===== config.mk =====
export PLATFORM = sky130hd
export DESIGN_NAME = rmmt_ram
export DESIGN_NICKNAME = d
export VERILOG_FILES = /design/src/rtl/rmmt_ram.sv
export SDC_FILE = /design/constraint.sdc
export NUM_CORES = 1
export LEC_CHECK = 0
export BUFFER_PORTS_ARGS = -buffer_cell sky130_fd_sc_hd__buf_2
export CORE_MARGIN = 2
export CORE_UTILIZATION = 50
export CTS_CLUSTER_DIAMETER = 150
export CTS_CLUSTER_SIZE = 14
export DETAILED_ROUTE_END_ITERATION = 8
export PLACE_DENSITY = 0.74
export SLEW_MARGIN = 20
export SYNTH_ARGS = -nofsm -noshare
export SYNTH_HDL_FRONTEND = slang
export SYNTH_SLANG_ARGS = --single-unit
export TNS_END_PERCENT = 100

===== constraint.sdc =====
create_clock -name clock -period 1.7 [get_ports clock]
set_input_delay 0.255 -clock clock [delete_from_list [all_inputs] [get_ports clock]]
set_output_delay 0.255 -clock clock [all_outputs]
set_load 0.1 [all_outputs]

===== src/rtl/rmmt_ram.sv =====
// generic single write port, single read port ram with registered read data
// no dependencies
module rmmt_ram #(
   parameter int WIDTH = 8,
   parameter int DEPTH = 16,
   localparam int AW = (DEPTH > 1) ? $clog2(DEPTH) : 1
) (
   input  logic             clock,
   input  logic             wr_en,
   input  logic [AW-1:0]    wr_addr,
   input  logic [WIDTH-1:0] wr_data,
   input  logic             rd_en,
   input  logic [AW-1:0]    rd_addr,
   output logic [WIDTH-1:0] rd_data
);

   logic [WIDTH-1:0] mem_ff [DEPTH];
   logic [WIDTH-1:0] rd_data_ff;

   always_ff @(posedge clock) begin
      if (wr_en) begin
         mem_ff[wr_addr] <= wr_data;
      end
      if (rd_en) begin
         rd_data_ff <= mem_ff[rd_addr];
      end
   end

   assign rd_data = rd_data_ff;

endmodule


==> reports/metrics.cfg, run 1 <==
[clock_network]
cts_htree_levels = 4
ctsResizeCount = 0
clk_pin_slew_ns = 0.06
clock_latency_ns = 0.50
cts_inserted_buffers = 17
post_cts_hold_buffer_count = 0
clock_sinks = 136
post_cts.repair.setup_buffers = 0
clk_root_buffer_cell = sky130_fd_sc_hd__clkbuf_8
tritoncts = yes
ctsLongestPathBuffers = 2

[outcome]
outcome = complete, no violations

[power_and_ir_drop]
pwr-share-comb = 0.064
ir_worst_vdd_v = 0.000703
powerDensity_nw_per_um2 = 1200
total_leakage_power_nw = 2.08
totalPowerFinal_mw = 7.40
power.share.clock = 0.423
seqPwrFrac = 0.513
switchingPower_mw = 1.57
cell_internal_pwr_mw = 5.83
swShare = 0.213

[setup_path]
crit_family = buffers and inverters
path_class = flip-flop to output port
crit_slowest_cell = sky130_fd_sc_hd__buf_2
timing.critical_path.arrival_ns = 1.35
cp-end-kind = output port
critical_path.cell_chain = buf_2
slowest_cell_delay_on_critical_path_ns = 0.45
startpoint_type = flip-flop
critical_path_buf_inv_count = 1
worstPathMaxFanout = 1
timing.critical_path.required_ns = 1.44

[timing]
timing.fmax_mhz = 624
timing.hold.ws_ns = 0.126
rsz0062_at_grt = no
finalSetupViolations = 0
timing_max_transition_violations_final = 0
fin_worst_skew_ns = 0.00516
min_period_ns = 1.60
tightest_slew_ns = 0.500
finalCritPeriodShare = 0.943
final-hold-violation-count = 0
timing.max_slew.rel_slack = 0.669

[run]
drv_cap = 0

[detailed_routing]
detail_route.vias_per_cell = 5.80
routed_wl_um = 9840
drtIter0Drc = 211
drt_drc_violations_left = 0
drt-pass1-iter-count = 4
detailroute.via_count = 2516
wl_per_cell_um = 22.7
antenna_violating_nets_left = 0

[grt]
grt_pass1_wl_um = 14900
antenna_found_initial = 0
grt-ovfl-total = 0
groute.usage.overall = 0.188
grt_pass1_vias = 2538
grt_start_max_net_pins = 26

[placed_design]
io_buffers = 26
detailedPlacementHpwl_um = 6320
gpl.final_weighted_congestion = 0.757

[synth]
sequential_share_of_the_synthesized_area = 0.781
number_of_enable_type_register_cells_in_the_synthesized_netlist = 136
ys_dominant_reg_cell = sky130_fd_sc_hd__edfxtp_1
synth_cell_types = 18
postSynth.asyncResetShare = 0
ys_warn_count = 0
yosys.cell_count.top_type = sky130_fd_sc_hd__edfxtp_1
synth_top_area_frac = 0.781
post_synth_instance_area_um2 = 5230
yosysTopAreaCell = sky130_fd_sc_hd__edfxtp_1
postSynthCellCount = 229
synth.top_cells.by_area = sky130_fd_sc_hd__edfxtp_1 (78%), sky130_fd_sc_hd__mux4_2 (7.8%), sky130_fd_sc_hd__mux4_1 (7.0%), sky130_fd_sc_hd__a22oi_1 (2.3%), sky130_fd_sc_hd__nor2_1 (0.93%)
synth-seq-cells = 136
syn-num-nets = 248
post_synthesis_area_per_instance_um2 = 22.8
netlist_top_cells_count = sky130_fd_sc_hd__edfxtp_1 (136), sky130_fd_sc_hd__mux4_2 (18), sky130_fd_sc_hd__a22oi_1 (16), sky130_fd_sc_hd__mux4_1 (14), sky130_fd_sc_hd__nor2_1 (13)

[die]
design.die.area_um2 = 11300
horizontal_extent_of_the_die_um = 106
pin_count = 27
core-area_um2 = 10200
initial_core_util = 0.511
fp-row-count = 37
die_height_um = 106

[min_path]
worstHoldPathType = input port to flip-flop

[final_layout]
post-route-util = 0.602
areaGrowthSynthToFinish_pct = 17.9
fillers = 721
finalNetCount = 306
fraction_of_layout_cells_with_a_size_suffix_above_1 = 0.312
insertedDiodeCount = 0

==> cell usage in the layout, fill, tap and decap left out <==
cell,n
sky130_fd_sc_hd__edfxtp_1,136
sky130_fd_sc_hd__buf_2,26
sky130_fd_sc_hd__buf_4,20
sky130_fd_sc_hd__mux4_2,18
sky130_fd_sc_hd__a22oi_1,16
sky130_fd_sc_hd__clkbuf_16,16
sky130_fd_sc_hd__mux4_1,14
sky130_fd_sc_hd__nor2_1,13
sky130_fd_sc_hd__nand2_1,9
sky130_fd_sc_hd__clkinvlp_4,4
sky130_fd_sc_hd__clkinv_1,4
sky130_fd_sc_hd__nor3_1,3
sky130_fd_sc_hd__buf_12,3
sky130_fd_sc_hd__nand3b_1,2
sky130_fd_sc_hd__nand2b_1,2
sky130_fd_sc_hd__clkbuf_1,2
sky130_fd_sc_hd__clkinv_2,2
sky130_fd_sc_hd__nor2b_1,1
sky130_fd_sc_hd__and2_1,1
sky130_fd_sc_hd__and2b_1,1
sky130_fd_sc_hd__nand3_1,1
sky130_fd_sc_hd__or3b_2,1
sky130_fd_sc_hd__nor3_2,1
sky130_fd_sc_hd__clkbuf_8,1
sky130_fd_sc_hd__bufinv_16,1
==> kinds of logic after synthesis <==
family | share of synthesized area
muxes | 0.148
DFF | 0.781
AOI/OAI and AO/OA | 0.0230
buffers and inverters | 0.0165
and+or+nand+nor | 0.0314
==> state kept, by name (all words and copies together) (netlist names) <==
signal   cells
mem_ff     128
rd_data      8
==> power by group through the flow <==
stage,Sequential (mW),Combinational (mW),Clock [mW]
after floorplan,3.98,0.191,0
after global placement,3.86,0.460,0
after detailed placement,3.87,0.473,0
after CTS,3.80,0.475,3.17
after global routing,3.80,0.499,3.30
final,3.80,0.472,3.13
==> layer usage <==
metal,share of wire,global-route usage,up-vias
li1,-,-,1099
met1,0.42,0.248,1308
met2,0.51,0.301,99
met3,0.057,0.0546,10
met4,0.013,0.0658,0
met5,0,0,-
==> path summary, 6_finish.rpt <==
| path | startpoint | endpoint | slack [ns] | depth (start not counted) |
|---|---|---|---|---|
| max | rd_data[0] | rd_data[0] | 0.1 | 1 |
| min reg2reg | mem_ff[14][3] | rd_data[3] | 0.75 | 3 |
| max reg2reg | mem_ff[4][1] | rd_data[1] | 0.19 | 3 |
| min | rd_en | rd_data[2] | 0.13 | 1 |
==> metrics by stage <==
step	setup TNS, ns	setup WS (ns)	area (µm²)	cells
after global placement	-0.192	-0.0909	5660	404
after detailed placement	-0.323	-0.117	5660	404
final	0	0.0969	6160	434
after floorplan	0	0.163	5230	229
after CTS	0	0.0698	6160	434
after global routing	0	0.0370	6160	434
==> final cells by class <==
cell class                      count  area [µm²]  area share
Timing Repair Buffer               49         340      0.0552
Tap cell                          136         170      0.0276
Clock inverter                     11        85.1      0.0138
Sequential cell                   136        4080       0.663
Multi-Input combinational cell     83        1060       0.172
Clock buffer                       19         422      0.0684
Power figures use the tool's default switching activity.
==> inputs of run 2 (changes only) <==
- PLACE_DENSITY: 0.74 -> 0.73
- clock period: 1.7 -> 1.8 ns (I/O delays scaled with it)
==> reports/metrics.cfg, run 2 (synthesis gave the netlist of run 1 again) <==
[outcome]
outcome = complete, no violations  ; unchanged

[setup_path]
path_class = flip-flop to output port  ; unchanged
r2r_start = mem_ff[10][3]  ; was mem_ff[4][1]
crit_slowest_cell = sky130_fd_sc_hd__buf_2  ; unchanged
timing.critical_path.arrival_ns = 1.32  ; was 1.35 ns
slowest_cell_delay_on_critical_path_ns = 0.45  ; about the same
critical_path_buf_inv_count = 1  ; unchanged
worst_r2r_path_depth = 3  ; unchanged
r2r_end = rd_data[3]  ; was rd_data[1]
crit_family = buffers and inverters  ; unchanged
startpoint_type = flip-flop  ; unchanged
timing.critical_path.required_ns = 1.53  ; was 1.44 ns
reg2reg_setup_slack_ns = 0.28  ; was 0.19 ns
worstPathMaxFanout = 1  ; unchanged
critical_path.cell_chain = buf_2  ; unchanged
cp-end-kind = output port  ; unchanged

[detailed_routing]
antenna_violating_nets_left = 0  ; unchanged
wl_per_cell_um = 21.8  ; was 22.7 µm
drt-pass1-iter-count = 4  ; unchanged
detail_route.vias_per_cell = 5.55  ; was 5.80
routed_wl_um = 9540  ; was 9840 µm
drtIter0Drc = 143  ; was 211
detailroute.via_count = 2427  ; was 2516
drt_drc_violations_left = 0  ; unchanged

[clock_network]
clk_pin_slew_ns = 0.06  ; about the same
post_cts.repair.setup_buffers = 0  ; unchanged
clock_latency_ns = 0.52  ; was 0.50 ns
cts_htree_levels = 4  ; unchanged
ctsResizeCount = 0  ; unchanged
clock_sinks = 136  ; unchanged
post_cts_hold_buffer_count = 0  ; unchanged
tritoncts = yes  ; unchanged
ctsLongestPathBuffers = 2  ; unchanged
clk_root_buffer_cell = sky130_fd_sc_hd__clkbuf_8  ; unchanged
cts_inserted_buffers = 17  ; unchanged

[timing]
min_period_ns = 1.59
fin_worst_skew_ns = 0.0119  ; was 0.00516 ns
rsz0062_at_grt = no  ; unchanged
final-hold-violation-count = 0  ; unchanged
tightest_slew_ns = 0.505  ; was 0.500 ns
timing.fmax_mhz = 628
timing_max_transition_violations_final = 0  ; unchanged
timing.setup.tns_ns = 0  ; unchanged
timing.max_slew.rel_slack = 0.666  ; was 0.669
finalCritPeriodShare = 0.885
finalSetupViolations = 0  ; unchanged

[power_and_ir_drop]
ir_worst_vdd_v = 0.000552  ; was 0.000703 V
total_leakage_power_nw = 2.11  ; was 2.08 nW
switchingPower_mw = 1.41  ; was 1.57 mW
power.share.clock = 0.415  ; was 0.423
swShare = 0.204  ; was 0.213
pwr-share-comb = 0.066  ; was 0.064
totalPowerFinal_mw = 6.91  ; was 7.40 mW
cell_internal_pwr_mw = 5.50  ; was 5.83 mW
powerDensity_nw_per_um2 = 1120  ; was 1200 nW/µm²
seqPwrFrac = 0.519  ; was 0.513

[final_layout]
fraction_of_layout_cells_with_a_size_suffix_above_1 = 0.306  ; was 0.312
layout_common_cells = sky130_fd_sc_hd__edfxtp_1 (136), sky130_fd_sc_hd__buf_2 (26), sky130_fd_sc_hd__buf_4 (22)  ; was sky130_fd_sc_hd__edfxtp_1 (136), sky130_fd_sc_hd__buf_2 (26), sky130_fd_sc_hd__buf_4 (20)
fillers = 726  ; was 721
area_of_combinational_cells_with_multiple_inputs_um2 = 1060  ; about the same
areaGrowthSynthToFinish_pct = 18.5  ; was 17.9%
insertedDiodeCount = 0  ; unchanged
layout_commonest_cell = sky130_fd_sc_hd__edfxtp_1  ; unchanged
seqCellArea_um2 = 4080  ; unchanged
largest_register_ffs = 128  ; unchanged
regMostFlops = mem_ff  ; unchanged
finalNetCount = 310  ; was 306

[placed_design]
gpl.final_weighted_congestion = 0.730  ; was 0.757
detailedPlacementHpwl_um = 6070  ; was 6320 µm
io_buffers = 26  ; unchanged

[die]
design.die.area_um2 = 11300  ; unchanged
fp-row-count = 37  ; unchanged
die_height_um = 106  ; unchanged
initial_core_util = 0.511  ; unchanged
core-area_um2 = 10200  ; unchanged
pin_count = 27  ; unchanged
horizontal_extent_of_the_die_um = 106  ; unchanged

[grt]
grt-ovfl-total = 0  ; unchanged
grt_pass1_vias = 2507  ; was 2538
groute.usage.overall = 0.187  ; was 0.188
grt_start_max_net_pins = 17  ; was 26
antenna_found_initial = 0  ; unchanged
grt_pass1_wl_um = 14600  ; was 14900 µm

[min_path]
worstHoldStart = rd_en  ; unchanged
worstHoldPathType = input port to flip-flop  ; unchanged
hold_path_depth = 1  ; unchanged
hold_end = rd_data[2]  ; unchanged

[run]
drv_cap = 0  ; unchanged

[run 2: changes by cell type in the layout (fill, tap and decap cells not counted), sizes merged]
| cell | change |
|---|---|
| buf | +4 |
| clkinv | +1 |
| clkinvlp | -4 |
| clkbuf | +2 |
[run 2: power groups by stage]
stage               Sequential, mW  Combinational (mW)  Clock (mW)
CTS                           3.59               0.461        2.94
finish                        3.59               0.455        2.87
global placement              3.65               0.452           0
floorplan                     3.76               0.180           0
global route                  3.59               0.486        3.06
detailed placement            3.65               0.459           0
[run 2: layout make-up]
class,instances,share of cell area
clock buffers,21,0.0693
well taps,136,0.0275
flip-flops and latches,136,0.659
clock inverters,8,0.00949
repair buffers,53,0.0638
multi-input cells,83,0.171
[run 2: stage by stage]
stage               instance area (µm²)  worst slack, ns  hold WS (ns)  utilization  cells
finish                             6190            0.206         0.134        0.605    437
global route                       6190            0.175         0.115        0.605    437
CTS                                6190            0.171         0.107        0.605    437
detailed placement                 5710          -0.0151         0.657        0.558    408
global placement                   5710          0.00869         0.653        0.558    408
floorplan                          5230           0.0371         0.369            -    229
[run 2: worst max-delay path by stage]
stage / from / endpoint / slack, ns / cells after the start
6_report: rd_data[4] / rd_data[4] / 0.21 / 1
2_1_floorplan: wr_addr[2] / mem_ff[0][0] / 0.04 / 2
3_5_place_dp: rd_addr[0] / rd_data[4] / -0.02 / 6
3_3_place_gp: rd_addr[0] / rd_data[0] / 0.009 / 6
5_1_grt: rd_data[4] / rd_data[4] / 0.18 / 1
4_1_cts: rd_data[4] / rd_data[4] / 0.17 / 1
[run 2: layer usage]
metal	global-route usage	vias to the layer above	routed length [µm]
met2	0.288	75	4870
met4	0.0846	0	81
met1	0.257	1247	4040
met3	0.0460	5	549
met5	0	-	0
li1	-	1100	-
